## src/rtl/core/llsf_pkg.sv

```systemverilog
// Shared constants, codes and types of the least-squares line fit block.
package llsf_pkg;

  // Fixed design constants
  localparam int MAX_POINTS    = 1024;
  localparam int SAMPLE_BITS   = 16;
  localparam int FRAC_BITS     = 16;
  localparam int FEWEST_POINTS = 3;

  // Port field widths
  localparam int FIELD_W  = 16;
  localparam int RESULT_W = 64;
  localparam int STATUS_W = 2;
  localparam int USED_W   = 11;

  // Accumulator and datapath widths
  localparam int CNT_W      = $clog2(MAX_POINTS + 1);
  localparam int SUM_W      = SAMPLE_BITS + $clog2(MAX_POINTS);
  localparam int XY_W       = 2 * SAMPLE_BITS + $clog2(MAX_POINTS);
  localparam int PP_W       = 2 * SAMPLE_BITS;
  localparam int MAG_A_W    = XY_W - 1;
  localparam int CHUNK_W    = (SUM_W + 1) / 2;
  localparam int PROD_MAG_W = MAG_A_W + SUM_W;
  localparam int PROD_W     = PROD_MAG_W + 1;
  localparam int NUM_W      = PROD_W + FRAC_BITS;
  localparam int DEN_W      = PROD_W - 1;
  localparam int DIV_CNT_W  = $clog2(NUM_W + 1);

  // Product schedule of the fit: six products, index 0 to MUL_LAST
  localparam int MUL_IDX_W = 3;
  localparam logic [MUL_IDX_W-1:0] MUL_N_SXX  = 3'd0;
  localparam logic [MUL_IDX_W-1:0] MUL_SX_SX  = 3'd1;
  localparam logic [MUL_IDX_W-1:0] MUL_N_SXY  = 3'd2;
  localparam logic [MUL_IDX_W-1:0] MUL_SY_SX  = 3'd3;
  localparam logic [MUL_IDX_W-1:0] MUL_SXX_SY = 3'd4;
  localparam logic [MUL_IDX_W-1:0] MUL_SXY_SX = 3'd5;
  localparam logic [MUL_IDX_W-1:0] MUL_LAST   = MUL_SXY_SX;

  // Status codes
  localparam logic [STATUS_W-1:0] STATUS_OK   = 2'd0;
  localparam logic [STATUS_W-1:0] STATUS_FEW  = 2'd1;
  localparam logic [STATUS_W-1:0] STATUS_FLAT = 2'd2;

  // Classified point as it travels from front to back
  typedef struct packed {
    logic signed [SAMPLE_BITS-1:0] x;
    logic signed [SAMPLE_BITS-1:0] y;
    logic                          last;
    logic                          keep;
  } llsf_item_t;

  typedef struct packed {
    logic                    start;
    logic signed [XY_W-1:0]  a;
    logic signed [SUM_W-1:0] b;
  } llsf_mul_req_t;

  typedef struct packed {
    logic                     done;
    logic signed [PROD_W-1:0] prod;
  } llsf_mul_rsp_t;

  typedef struct packed {
    logic                    start;
    logic signed [NUM_W-1:0] num;
    logic [DEN_W-1:0]        den;
  } llsf_div_req_t;

  typedef struct packed {
    logic                       done;
    logic signed [RESULT_W-1:0] quot;
  } llsf_div_rsp_t;

endpackage

```

## src/rtl/core/llsf_if.sv

```systemverilog


interface llsf_out_if import llsf_pkg::*; ();
  logic                       valid;
  logic                       ready;
  logic signed [RESULT_W-1:0] slope;
  logic signed [RESULT_W-1:0] intercept;
  logic [STATUS_W-1:0]        status;
  logic [USED_W-1:0]          points_used;
  logic                       truncated;

  modport source (output valid, slope, intercept, status, points_used, truncated,
                  input ready);
  modport sink   (input valid, slope, intercept, status, points_used, truncated,
                  output ready);
endinterface

```

## src/rtl/core/llsf_mul.sv

```systemverilog
// Sequential signed multiplier: wide operand times narrow one, two chunks.
module llsf_mul import llsf_pkg::*; (
  input  logic          clk,
  input  logic          rst_n,
  input  llsf_mul_req_t req,
  output llsf_mul_rsp_t rsp
);

  logic                    busy_r;
  logic [1:0]              step_r;
  logic                    neg_r;
  logic [MAG_A_W-1:0]      ma_r;
  logic [SUM_W-1:0]        mb_r;
  logic [PROD_MAG_W-1:0]   acc_r;
  logic signed [PROD_W-1:0] prod_r;
  logic                    done_r;

  logic [XY_W-1:0]         a_abs;
  logic [SUM_W-1:0]        b_abs;
  logic [CHUNK_W-1:0]      chunk;
  logic [PROD_MAG_W-1:0]   pp;
  logic [PROD_W-1:0]       mag;

  assign a_abs = req.a[XY_W-1] ? (~req.a + 1'b1) : req.a;
  assign b_abs = req.b[SUM_W-1] ? (~req.b + 1'b1) : req.b;

  // High chunk first, then low chunk
  assign chunk = (step_r == 2'd0) ? CHUNK_W'(mb_r[SUM_W-1:CHUNK_W])
                                  : mb_r[CHUNK_W-1:0];
  assign pp    = ma_r * chunk;
  assign mag   = {1'b0, acc_r};

  assign rsp.done = done_r;
  assign rsp.prod = prod_r;

  always_ff @(posedge clk) begin
    if (!rst_n) begin
      busy_r <= 1'b0;
      done_r <= 1'b0;
      step_r <= 2'd0;
    end else begin
      done_r <= 1'b0;
      if (!busy_r) begin
        if (req.start) begin
          busy_r <= 1'b1;
          step_r <= 2'd0;
        end
      end else begin
        step_r <= step_r + 2'd1;
        if (step_r == 2'd2) begin
          busy_r <= 1'b0;
          done_r <= 1'b1;
        end
      end
    end
  end

  // Load magnitudes, accumulate partial products, apply sign
  always_ff @(posedge clk) begin
    if (!busy_r && req.start) begin
      neg_r <= req.a[XY_W-1] ^ req.b[SUM_W-1];
      ma_r  <= a_abs[MAG_A_W-1:0];
      mb_r  <= b_abs;
    end
    if (busy_r) begin
      case (step_r)
        2'd0:    acc_r <= pp;
        2'd1:    acc_r <= (acc_r << CHUNK_W) + pp;
        default: prod_r <= neg_r ? (~mag + 1'b1) : mag;
      endcase
    end
  end

endmodule

```

## src/rtl/core/llsf_div.sv

```systemverilog
// Restoring divider: signed numerator over positive denominator, saturated.
module llsf_div import llsf_pkg::*; (
  input  logic          clk,
  input  logic          rst_n,
  input  llsf_div_req_t req,
  output llsf_div_rsp_t rsp
);

  logic                       busy_r;
  logic                       done_r;
  logic [DIV_CNT_W-1:0]       cnt_r;
  logic                       neg_r;
  logic [NUM_W-1:0]           num_r;
  logic [NUM_W-1:0]           quo_r;
  logic [DEN_W-1:0]           den_r;
  logic [DEN_W-1:0]           rem_r;
  logic signed [RESULT_W-1:0] quot_r;

  logic [NUM_W-1:0]           num_abs;
  logic [DEN_W:0]             rem_sh;
  logic [DEN_W:0]             diff;
  logic                       ge;
  logic                       hi_zero;
  logic [RESULT_W-1:0]        sat;

  assign num_abs = req.num[NUM_W-1] ? (~req.num + 1'b1) : req.num;

  // One quotient bit per cycle
  assign rem_sh = {rem_r, num_r[NUM_W-1]};
  assign diff   = rem_sh - {1'b0, den_r};
  assign ge     = rem_sh >= {1'b0, den_r};

  // Saturate the magnitude to the signed result range
  assign hi_zero = ~|quo_r[NUM_W-1:RESULT_W];
  always_comb begin
    if (neg_r) begin
      if (hi_zero && (!quo_r[RESULT_W-1] || ~|quo_r[RESULT_W-2:0])) begin
        sat = ~quo_r[RESULT_W-1:0] + 1'b1;
      end else begin
        sat = {1'b1, {(RESULT_W-1){1'b0}}};
      end
    end else begin
      if (hi_zero && !quo_r[RESULT_W-1]) begin
        sat = quo_r[RESULT_W-1:0];
      end else begin
        sat = {1'b0, {(RESULT_W-1){1'b1}}};
      end
    end
  end

  assign rsp.done = done_r;
  assign rsp.quot = quot_r;

  always_ff @(posedge clk) begin
    if (!rst_n) begin
      busy_r <= 1'b0;
      done_r <= 1'b0;
      cnt_r  <= '0;
    end else begin
      done_r <= 1'b0;
      if (!busy_r) begin
        if (req.start) begin
          busy_r <= 1'b1;
          cnt_r  <= DIV_CNT_W'(NUM_W);
        end
      end else if (cnt_r != '0) begin
        cnt_r <= cnt_r - 1'b1;
      end else begin
        busy_r <= 1'b0;
        done_r <= 1'b1;
      end
    end
  end

  always_ff @(posedge clk) begin
    if (!busy_r && req.start) begin
      neg_r <= req.num[NUM_W-1];
      num_r <= num_abs;
      den_r <= req.den;
      rem_r <= '0;
      quo_r <= '0;
    end else if (busy_r) begin
      if (cnt_r != '0) begin
        rem_r <= ge ? diff[DEN_W-1:0] : rem_sh[DEN_W-1:0];
        quo_r <= {quo_r[NUM_W-2:0], ge};
        num_r <= num_r << 1;
      end else begin
        quot_r <= sat;
      end
    end
  end

endmodule

```

## src/rtl/core/llsf_back.sv

```systemverilog
// Back end: accumulates sums, runs the fit sequence and holds the result beat.
module llsf_back import llsf_pkg::*; (
  input  logic        clk,
  input  logic        rst_n,
  input  logic        q_valid,
  output logic        q_ready,
  input  llsf_item_t  q_item,
  llsf_out_if.source  out_ch
);

  localparam logic [3:0] ST_IDLE     = 4'd0;
  localparam logic [3:0] ST_ACC_SQ   = 4'd1;
  localparam logic [3:0] ST_ACC_XY   = 4'd2;
  localparam logic [3:0] ST_FIT      = 4'd3;
  localparam logic [3:0] ST_MUL_GO   = 4'd4;
  localparam logic [3:0] ST_MUL_WAIT = 4'd5;
  localparam logic [3:0] ST_CHECK    = 4'd6;
  localparam logic [3:0] ST_DIVS_GO  = 4'd7;
  localparam logic [3:0] ST_DIVS_WT  = 4'd8;
  localparam logic [3:0] ST_DIVI_GO  = 4'd9;
  localparam logic [3:0] ST_DIVI_WT  = 4'd10;
  localparam logic [3:0] ST_OUT      = 4'd11;

  logic [3:0]                    state_r;
  logic [3:0]                    state_nxt;

  logic signed [SAMPLE_BITS-1:0] x_r;
  logic signed [SAMPLE_BITS-1:0] y_r;
  logic                          last_r;
  logic [CNT_W-1:0]              n_r;
  logic signed [SUM_W-1:0]       sx_r;
  logic signed [SUM_W-1:0]       sy_r;
  logic signed [XY_W-1:0]        sxx_r;
  logic signed [XY_W-1:0]        sxy_r;
  logic                          ovf_r;
  logic [MUL_IDX_W-1:0]          mul_idx_r;
  logic signed [PROD_W-1:0]      den_r;
  logic signed [PROD_W-1:0]      ns_r;
  logic signed [PROD_W-1:0]      ni_r;
  logic signed [RESULT_W-1:0]    slope_r;
  logic signed [RESULT_W-1:0]    icpt_r;
  logic [STATUS_W-1:0]           status_r;

  logic                          out_valid_r;
  logic signed [RESULT_W-1:0]    out_slope_r;
  logic signed [RESULT_W-1:0]    out_icpt_r;
  logic [STATUS_W-1:0]           out_status_r;
  logic [USED_W-1:0]             out_used_r;
  logic                          out_trunc_r;

  logic signed [SAMPLE_BITS-1:0] pm_b;
  logic signed [PP_W-1:0]        pp;
  logic                          out_free;
  logic signed [NUM_W-1:0]       ns_ext;
  logic signed [NUM_W-1:0]       ni_ext;
  llsf_mul_req_t                 mul_req;
  llsf_mul_rsp_t                 mul_rsp;
  llsf_div_req_t                 div_req;
  llsf_div_rsp_t                 div_rsp;

  llsf_mul u_mul (
    .clk   (clk),
    .rst_n (rst_n),
    .req   (mul_req),
    .rsp   (mul_rsp)
  );

  llsf_div u_div (
    .clk   (clk),
    .rst_n (rst_n),
    .req   (div_req),
    .rsp   (div_rsp)
  );

  assign q_ready  = state_r == ST_IDLE;
  assign out_free = !out_valid_r || out_ch.ready;

  // Shared point multiplier: x*x first, then x*y
  assign pm_b = (state_r == ST_ACC_XY) ? y_r : x_r;
  assign pp   = x_r * pm_b;

  // Operand pairs of the six fit products
  always_comb begin
    mul_req.start = state_r == ST_MUL_GO;
    case (mul_idx_r)
      MUL_N_SXX: begin
        mul_req.a = sxx_r;
        mul_req.b = {{(SUM_W-CNT_W){1'b0}}, n_r};
      end
      MUL_SX_SX: begin
        mul_req.a = XY_W'(sx_r);
        mul_req.b = sx_r;
      end
      MUL_N_SXY: begin
        mul_req.a = sxy_r;
        mul_req.b = {{(SUM_W-CNT_W){1'b0}}, n_r};
      end
      MUL_SY_SX: begin
        mul_req.a = XY_W'(sy_r);
        mul_req.b = sx_r;
      end
      MUL_SXX_SY: begin
        mul_req.a = sxx_r;
        mul_req.b = sy_r;
      end
      MUL_SXY_SX: begin
        mul_req.a = sxy_r;
        mul_req.b = sx_r;
      end
      default: begin
        mul_req.a = '0;
        mul_req.b = '0;
      end
    endcase
  end

  // Scale numerators by the fraction bits before dividing
  assign ns_ext = NUM_W'(ns_r) <<< FRAC_BITS;
  assign ni_ext = NUM_W'(ni_r) <<< FRAC_BITS;

  assign div_req.start = (state_r == ST_DIVS_GO) || (state_r == ST_DIVI_GO);
  assign div_req.num   = (state_r == ST_DIVS_GO) ? ns_ext : ni_ext;
  assign div_req.den   = den_r[DEN_W-1:0];

  // Sequencer
  always_comb begin
    state_nxt = state_r;
    case (state_r)
      ST_IDLE: begin
        if (q_valid) begin
          if (q_item.keep) begin
            state_nxt = ST_ACC_SQ;
          end else if (q_item.last) begin
            state_nxt = ST_FIT;
          end
        end
      end
      ST_ACC_SQ: state_nxt = ST_ACC_XY;
      ST_ACC_XY: state_nxt = last_r ? ST_FIT : ST_IDLE;
      ST_FIT: begin
        state_nxt = (n_r < CNT_W'(FEWEST_POINTS)) ? ST_OUT : ST_MUL_GO;
      end
      ST_MUL_GO: state_nxt = ST_MUL_WAIT;
      ST_MUL_WAIT: begin
        if (mul_rsp.done) begin
          state_nxt = (mul_idx_r == MUL_LAST) ? ST_CHECK : ST_MUL_GO;
        end
      end
      ST_CHECK: state_nxt = (den_r <= 0) ? ST_OUT : ST_DIVS_GO;
      ST_DIVS_GO: state_nxt = ST_DIVS_WT;
      ST_DIVS_WT: begin
        if (div_rsp.done) begin
          state_nxt = ST_DIVI_GO;
        end
      end
      ST_DIVI_GO: state_nxt = ST_DIVI_WT;
      ST_DIVI_WT: begin
        if (div_rsp.done) begin
          state_nxt = ST_OUT;
        end
      end
      ST_OUT: begin
        if (out_free) begin
          state_nxt = ST_IDLE;
        end
      end
      default: state_nxt = ST_IDLE;
    endcase
  end

  always_ff @(posedge clk) begin
    if (!rst_n) begin
      state_r <= ST_IDLE;
    end else begin
      state_r <= state_nxt;
    end
  end

  // Running sums, count and capacity flag; clear once the result beat is loaded
  always_ff @(posedge clk) begin
    if (!rst_n) begin
      n_r   <= '0;
      sx_r  <= '0;
      sy_r  <= '0;
      sxx_r <= '0;
      sxy_r <= '0;
      ovf_r <= 1'b0;
    end else begin
      case (state_r)
        ST_IDLE: begin
          if (q_valid && !q_item.keep) begin
            ovf_r <= 1'b1;
          end
        end
        ST_ACC_SQ: begin
          sx_r  <= sx_r + SUM_W'(x_r);
          sy_r  <= sy_r + SUM_W'(y_r);
          sxx_r <= sxx_r + XY_W'(pp);
          n_r   <= n_r + 1'b1;
        end
        ST_ACC_XY: begin
          sxy_r <= sxy_r + XY_W'(pp);
        end
        ST_OUT: begin
          if (out_free) begin
            n_r   <= '0;
            sx_r  <= '0;
            sy_r  <= '0;
            sxx_r <= '0;
            sxy_r <= '0;
            ovf_r <= 1'b0;
          end
        end
        default: begin
        end
      endcase
    end
  end

  // Fit datapath: latch the point, gather products, collect quotients
  always_ff @(posedge clk) begin
    case (state_r)
      ST_IDLE: begin
        if (q_valid) begin
          x_r    <= q_item.x;
          y_r    <= q_item.y;
          last_r <= q_item.last;
        end
      end
      ST_FIT: begin
        mul_idx_r <= MUL_N_SXX;
        slope_r   <= '0;
        icpt_r    <= '0;
        status_r  <= (n_r < CNT_W'(FEWEST_POINTS)) ? STATUS_FEW : STATUS_OK;
      end
      ST_MUL_WAIT: begin
        if (mul_rsp.done) begin
          mul_idx_r <= mul_idx_r + 1'b1;
          case (mul_idx_r)
            MUL_N_SXX:  den_r <= mul_rsp.prod;
            MUL_SX_SX:  den_r <= den_r - mul_rsp.prod;
            MUL_N_SXY:  ns_r  <= mul_rsp.prod;
            MUL_SY_SX:  ns_r  <= ns_r - mul_rsp.prod;
            MUL_SXX_SY: ni_r  <= mul_rsp.prod;
            MUL_SXY_SX: ni_r  <= ni_r - mul_rsp.prod;
            default: begin
            end
          endcase
        end
      end
      ST_CHECK: begin
        if (den_r <= 0) begin
          status_r <= STATUS_FLAT;
        end
      end
      ST_DIVS_WT: begin
        if (div_rsp.done) begin
          slope_r <= div_rsp.quot;
        end
      end
      ST_DIVI_WT: begin
        if (div_rsp.done) begin
          icpt_r <= div_rsp.quot;
        end
      end
      default: begin
      end
    endcase
  end

  // Output register: load the result beat, drop valid once taken
  always_ff @(posedge clk) begin
    if (!rst_n) begin
      out_valid_r <= 1'b0;
    end else if (state_r == ST_OUT && out_free) begin
      out_valid_r <= 1'b1;
    end else if (out_ch.ready) begin
      out_valid_r <= 1'b0;
    end
  end

  always_ff @(posedge clk) begin
    if (state_r == ST_OUT && out_free) begin
      out_slope_r  <= slope_r;
      out_icpt_r   <= icpt_r;
      out_status_r <= status_r;
      out_used_r   <= USED_W'(n_r);
      out_trunc_r  <= ovf_r;
    end
  end

  assign out_ch.valid       = out_valid_r;
  assign out_ch.slope       = out_slope_r;
  assign out_ch.intercept   = out_icpt_r;
  assign out_ch.status      = out_status_r;
  assign out_ch.points_used = out_used_r;
  assign out_ch.truncated   = out_trunc_r;

endmodule

```

## src/flat_wrapper.sv

```systemverilog
// flat-port wrapper written by rule: the top's interface ports become plain ports
module llsf_back_flat import llsf_pkg::*;
  (clk, rst_n, q_valid, q_ready, q_item, out_ch_valid, out_ch_slope, out_ch_intercept, out_ch_status, out_ch_points_used, out_ch_truncated, out_ch_ready);
  llsf_out_if out_ch_i ();
  input  logic clk;
  input  logic rst_n;
  input  logic q_valid;
  output logic q_ready;
  input  llsf_item_t q_item;
  output wire logic [$bits(out_ch_i.valid)-1:0] out_ch_valid;
  output wire logic [$bits(out_ch_i.slope)-1:0] out_ch_slope;
  output wire logic [$bits(out_ch_i.intercept)-1:0] out_ch_intercept;
  output wire logic [$bits(out_ch_i.status)-1:0] out_ch_status;
  output wire logic [$bits(out_ch_i.points_used)-1:0] out_ch_points_used;
  output wire logic [$bits(out_ch_i.truncated)-1:0] out_ch_truncated;
  input wire logic [$bits(out_ch_i.ready)-1:0] out_ch_ready;
  assign out_ch_valid = out_ch_i.valid;
  assign out_ch_slope = out_ch_i.slope;
  assign out_ch_intercept = out_ch_i.intercept;
  assign out_ch_status = out_ch_i.status;
  assign out_ch_points_used = out_ch_i.points_used;
  assign out_ch_truncated = out_ch_i.truncated;
  assign out_ch_i.ready = out_ch_ready;
  llsf_back u_core (.clk(clk), .rst_n(rst_n), .q_valid(q_valid), .q_ready(q_ready), .q_item(q_item), .out_ch(out_ch_i));
endmodule
```

## config.mk

```make
export PLATFORM = sky130hd
export DESIGN_NAME = llsf_back_flat
export DESIGN_NICKNAME = d
export VERILOG_FILES = /design/src/rtl/core/llsf_pkg.sv /design/src/rtl/core/llsf_if.sv /design/src/rtl/core/llsf_mul.sv /design/src/rtl/core/llsf_div.sv /design/src/rtl/core/llsf_back.sv /design/src/flat_wrapper.sv
export SDC_FILE = /design/constraint.sdc
export NUM_CORES = 2
export LEC_CHECK = 0
export BUFFER_PORTS_ARGS = -buffer_cell sky130_fd_sc_hd__buf_2
export CAP_MARGIN = 10
export CORE_UTILIZATION = 46
export DETAILED_ROUTE_END_ITERATION = 8
export GPL_ROUTABILITY_DRIVEN = 1
export PLACE_DENSITY_LB_ADDON = 0.2
export SLEW_MARGIN = 20
export SYNTH_ARGS = -nofsm -noshare
export SYNTH_HDL_FRONTEND = slang
export SYNTH_SLANG_ARGS = --single-unit
```

## constraint.sdc

```tcl
create_clock -name clk -period 21.3 [get_ports clk]
set_input_delay 0 -clock clk [delete_from_list [all_inputs] [get_ports clk]]
set_output_delay 0 -clock clk [all_outputs]
set_load 0.1 [all_outputs]
```

# Word-level counts from Yosys, hierarchy flattened
# Index checks and enable logic that the tools add are counted.
[totals]
ff_bits = 1248
wordCells = 225
output_inout_bits = 144
input_bits = 38
[op_classes]
reduce_logical = 59
multipliers = 2
n_lt_le_gt_ge = 3
muxes = 65
n_addsub = 18
bitwise_logic = 9
eq_ne = 27
[ops]
columns = ["operator", "n"]
rows = [
  ["two-way mux 84 bit", 5],
  ["one-hot mux 68 bit (2 select lines)", 3],
  ["one-hot mux 68 bit (6 select lines)", 1],
  ["two-way mux 64 bit", 4],
  ["one-hot mux 64 bit (2 select lines)", 2],
  ["subtractor 68 bit", 3],
  ["one-hot mux 42 bit (2 select lines)", 2],
  ["two-way mux 67 bit", 2],
  ["one-hot mux 67 bit (2 select lines)", 1],
  ["one-hot mux 26 bit (2 select lines)", 2],
  ["adder 42 x 32 -> 42 bit", 2],
  ["adder 84 x 1 -> 84 bit, second input constant", 1],
  ["inverter 84 bit", 1],
  ["adder 68 x 1 -> 68 bit, second input constant", 1],
  [">= comparator 68 x 67 -> 1 bit", 1],
  ["<= comparator 68 x 1 -> 1 bit, second input constant", 1],
  ["inverter 67 -> 68 bit", 1],
  ["adder 67 x 54 -> 67 bit", 1],
  ["subtractor 67 bit", 1],
  ["adder 64 x 1 -> 64 bit, second input constant", 1],
  ["inverter 64 bit", 1],
  ["OR reduction 63 bit", 1],
  ["multiplier 41 x 13 -> 54 bit", 1],
  ["adder 26 x 16 -> 26 bit", 2],
  ["other kinds (54)", 142],
]

# Depth between registers and ports, before layout
[depth]
word_depth = 6
depth_mapped = 45
mapped_depth_nobuf = 42

# Cells and area by module
# A second synthesis with hierarchy kept.
[unflattened]
cells_unflattened = 11400
hier_area_um2 = 104700.4
[by_module_without_submodules]
columns = ["mod", "instances", "area_each_um2", "seq_area_each_um2", "cells_each"]
rows = [
  ["llsf_back", 1, 53865.4, 18437.7, 5761],
  ["llsf_mul", 1, 29070.4, 6175.9, 3096],
  ["llsf_div", 1, 21764.6, 9689.3, 2543],
]

# Least setup slack after synthesis
# OpenSTA, ideal clock, no wires.
[synth_timing]
path_kind = "reg2reg"
startpoint = "reg u_core.state_r[1]"
endpoint = "reg u_core.sxy_r[41]"
path_buffers = 4
slack_ps = 10653
t_arrival_ps = 10530
path_stages_with_launch = 42
required_ps = 21184
setup_ps = 116
period_less_slack_ps = 10647
cell_sequence = "dfxtp_1 > buf_2 > clkbuf_1 > nand2_1 > nor3_1 > clkbuf_1 > nand2_1 > nand2_1 > clkbuf_1 > nand2_1 > fa_1 > inv_1 > fa_1 > fa_1 > fa_1 > fa_1 > inv_1 > fa_1 > (+6 left out) > o21ai_0 > a2111o_1 > nand2_1 > o21ai_0 > xnor2_1 > ha_1 > a21o_1 > a21o_1 > a21o_1 > a21o_1 > a21oi_1 > nor2b_1 > nor3_1 > a21o_1 > a21oi_1 > xor2_1 > a21oi_1 > a41o_1"
[synth_between]
elab_chain_cells = 5
word_cells_on_any_way = 9
classes_between = "add/sub: 1; mul: 1; eq/ne: 3; mux: 2; reduce/logical: 2"
[synth_rtl]
columns = ["item", "line", "source"]
rows = [
  ["start, declared", "llsf_back.sv:24", "logic [3:0] state_r;"],
  ["start signal, assigned", "llsf_back.sv:175", "state_r <= state_nxt;"],
  ["equality test 4 x 2 -> 1 bit", "llsf_back.sv:79, llsf_back.sv:189", ""],
  ["two-way mux 16 bit", "llsf_back.sv:79", "assign pm_b = (state_r == ST_ACC_XY) ? y_r : x_r;"],
  ["multiplier 16 x 16 -> 32 bit", "llsf_back.sv:80", "assign pp = x_r * pm_b;"],
  ["adder 42 x 32 -> 42 bit", "llsf_back.sv:202", "sxy_r <= sxy_r + XY_W'(pp);"],
  ["one-hot mux 42 bit (2 select lines)", "llsf_back.sv:189", "case (state_r)"],
  ["end signal, assigned", "llsf_back.sv:202", ""],
  ["end, declared", "llsf_back.sv:34", "logic signed [XY_W-1:0] sxy_r;"],
]
# Parallel ways exist; a longest one is shown, timed or not.
# A chain may end at the register's enable or synchronous reset.

# Worst setup path in the final report
[layout_timing]
startpoint = "reg u_core.state_r[2]"
endpoint = "reg u_core.sxx_r[41]"
[layout_between]
elab_chain_cells = 5
word_cells_on_any_way = 10
classes_between = "add/sub: 1; mul: 1; eq/ne: 4; mux: 2; reduce/logical: 2"
[layout_rtl]
columns = ["item", "line", "source"]
rows = [
  ["equality test 4 x 2 -> 1 bit", "llsf_back.sv:79", ""],
  ["two-way mux 16 bit", "llsf_back.sv:79", ""],
  ["multiplier 16 x 16 -> 32 bit", "llsf_back.sv:80", ""],
  ["adder 42 x 32 -> 42 bit", "llsf_back.sv:198", "sxx_r <= sxx_r + XY_W'(pp);"],
  ["one-hot mux 42 bit (2 select lines)", "llsf_back.sv:189", ""],
  ["end signal, assigned", "llsf_back.sv:198", ""],
  ["end, declared", "llsf_back.sv:33", "logic signed [XY_W-1:0] sxx_r;"],
]
# Parallel ways exist; a longest one is shown, timed or not.

==> metrics <==
post-synth net total 12,400; vias in the first global route 80,100; gpl congestion 0.950; drt wl/cell 21.0 um; CP Launch Point u_core.state_r[2]$_SDFFE_PN0P_; Period minus WS final 11,750 ps; # fillers 20,300; CP endpoint kind register; vias post-DR 80,800; effective utilization at floorplan 46.5%; crit-path max FO 39; largest net degree at the start of global routing 108; leading register cell type out of synthesis edfxtp_1; vias per inst 5.74; Mean Syn Cell Area 9.31 um^2; final setup TNS 0 ps; cell family with most CP delay adder cells; core area 220,000 um^2; number of port buffers 181; Async S/R FF share, synth 0%; post-detailed-route count of antenna-violating nets 0; Final setup viols 0; top cells by area in the synthesized netlist edfxtp_1, fa_1, ha_1, dfxtp_1, nand2_1; cells after synthesis 11,000; CTS buffer count 147; DRT iter0 DRCs 5,852; # IOs 182; Synth top cells by count nand2_1, inv_1, edfxtp_1; EDFF count, synth 915; layout cells sized above 1 6.06%; detailed-route DRC error count 0; sequential fraction of the synthesis area 33.0%; register bit total from synthesis 1,232; Netlist Area Pre-Place 102,000 um^2; area share of the largest cell type after synthesis 26.8%; Skew-Pair Late Insertion Delay 840 ps; max cap viols 0; Hold Fails Final Rpt 0; H-Tree Depth 4; slowest cell delay on critical path 740 ps; reg-to-reg critical path startpoint u_core.state_r[2]$_SDFFE_PN0P_; area growth from synthesis to layout 9.54%; die footprint 224,000 um^2; FP Rows 172; Post-Route Skew 89.8 ps; Synth Warn # 0; Slew HR 16.9%; worst slew pin tran 1230 ps; GRT overflow 0; first-pass GRT wire length 460 mm; Setup Crit Path Kind register to register; unrepaired setup endpoints after global routing no; CP Launch Type register; setup bufs post-CTS 0; antenna violations before repair 3; GRT Util Overall 26.1%; most used cell, CP fa_1; root buffer cell clkbuf_16; Highest Clock Rate 0.0851 GHz; Die X 474 um; status finished clean; WP buf/inv 5; count of different cell masters after synthesis 87; Final period util 55.2%; CTS Buffer Depth 3; CTS tree done; drt pass-1 iters 9; DIE HEIGHT 474 um; CP arrival 12,420 ps; Slew Limit Fails 0; drt total wl 295 mm; Hold WC Path Type input port to register; DP Wirelength 226 mm; clock transition at the registers of the reported paths 60 ps; Synth area leader edfxtp_1; nets 12,400; most instantiated library cell after synthesis nand2_1; CP required 21,970 ps; Sink Count 1,232; slowest stage cell, crit path dfxtp_1; Hold Path Origin rst_n
-- what timing repair did --
item | 4_1_cts | 5_1_grt
hold buffers | 73 | 0
resized for setup | 0 | 0
hold endpoints to repair | 66 | 0
-- area by class of cell --
| class | instances | area [um^2] | area share, % |
|---|---|---|---|
| Timing Repair Buffer | 352 | 2370 | 2.12 |
| Multi-Input combinational cell | 8204 | 62900 | 56.1 |
| Tap cell | 2958 | 3700 | 3.30 |
| Clock inverter | 86 | 1310 | 1.16 |
| Clock buffer | 186 | 4060 | 3.62 |
| Sequential cell | 1232 | 33800 | 30.2 |
| Antenna cell | 14 | 35.0 | 0.0312 |
| Inverter | 1041 | 3920 | 3.49 |
-- kinds of logic after synthesis --
| logic type | synth area share, % |
|---|---|
| simple gates | 16.4 |
| mux | 1.50 |
| compound gates | 16.0 |
| flops | 33.0 |
| buf+inv | 5.74 |
| xor+xnor | 5.73 |
| fa+ha+maj | 21.6 |
-- layout by cell type (no fill, tap or decap), drive strengths merged, types with 88 or more instances in the layout --
master and count:
inv 1042, fa 700, edfxtp 915, nand2b 105
mux2i 102, nor2b 240, clkbuf 186, xor2 264
a31oi 92, dfxtp 317, nand3 264, xnor2 406
and2 405, buf 279, ha 648, nor2 436
nand4 88, a21oi 583, o21ai 701, nor3 176
a21o 340, nand2 1457
-- worst register-to-register path: cells and delay by family, from the launching register on --
kind	cells	cell delay [ps]
AND/OR/NAND/NOR	10	1560
flip-flops	1	740
buffers and inverters	5	1070
adder cells (fa/ha/maj)	8	3840
AO/OA/AOI/OAI	16	3810
XOR/XNOR	2	570
-- worst paths after layout --
kind         cells past startpoint  slack, ps                                end
max                             41       9550      u_core.sxx_r[41]$_SDFFE_PN0P_
max reg2reg                     41       9550      u_core.sxx_r[41]$_SDFFE_PN0P_
min reg2reg                      0        400  u_core.out_ch.slope[16]$_DFFE_PP_
min                              4        360       u_core.sx_r[14]$_SDFFE_PN0P_
-- flip-flops by register name (all words and copies together) (netlist names), 26 cells and up --
| register | count |
|---|---|
| u_core.ns_r | 68 |
| u_core.sxx_r | 42 |
| u_core.sy_r | 26 |
| u_core.ni_r | 68 |
| u_core.u_div.quot_r | 64 |
| u_core.u_mul.acc_r | 67 |
| u_core.u_mul.mb_r | 26 |
| u_core.out_ch.slope | 64 |
| u_core.u_mul.ma_r | 41 |
| u_core.sxy_r | 42 |
| u_core.u_mul.prod_r | 68 |
| u_core.slope_r | 64 |
| u_core.u_div.num_r | 68 |
| u_core.icpt_r | 64 |
| u_core.u_div.den_r | 67 |
| u_core.sx_r | 26 |
| u_core.u_div.quo_r | 84 |
| u_core.out_ch.intercept | 64 |
| u_core.den_r | 68 |
| u_core.u_div.rem_r | 67 |
-- through the flow --
stage	utilization (%)	setup WS [ps]	instances	hold WS, ps	instance area (um^2)
5_1_grt	50.9	8770	14100	338	112000
3_5_place_dp	48.1	9690	13700	178	106000
6_report	50.9	9550	14100	356	112000
2_1_floorplan	-	10650	11000	98.9	102000
3_3_place_gp	48.1	9680	13700	178	106000
4_1_cts	50.9	9600	14100	302	112000
-- layer usage --
metal  wire length (um)  track usage, %  share of wire (%)  up-vias
met5                  0               0                  0        -
met3              15900            3.08                5.4      578
met2             143000            45.1                 48     2480
met1             123000            32.9                 42    39500
li1                   -               -                  -    38200
met4              13700            11.3                4.7        0
Power is not shown: default switching activity piles up to over one toggle a cycle in this logic, so the estimate is an artifact.
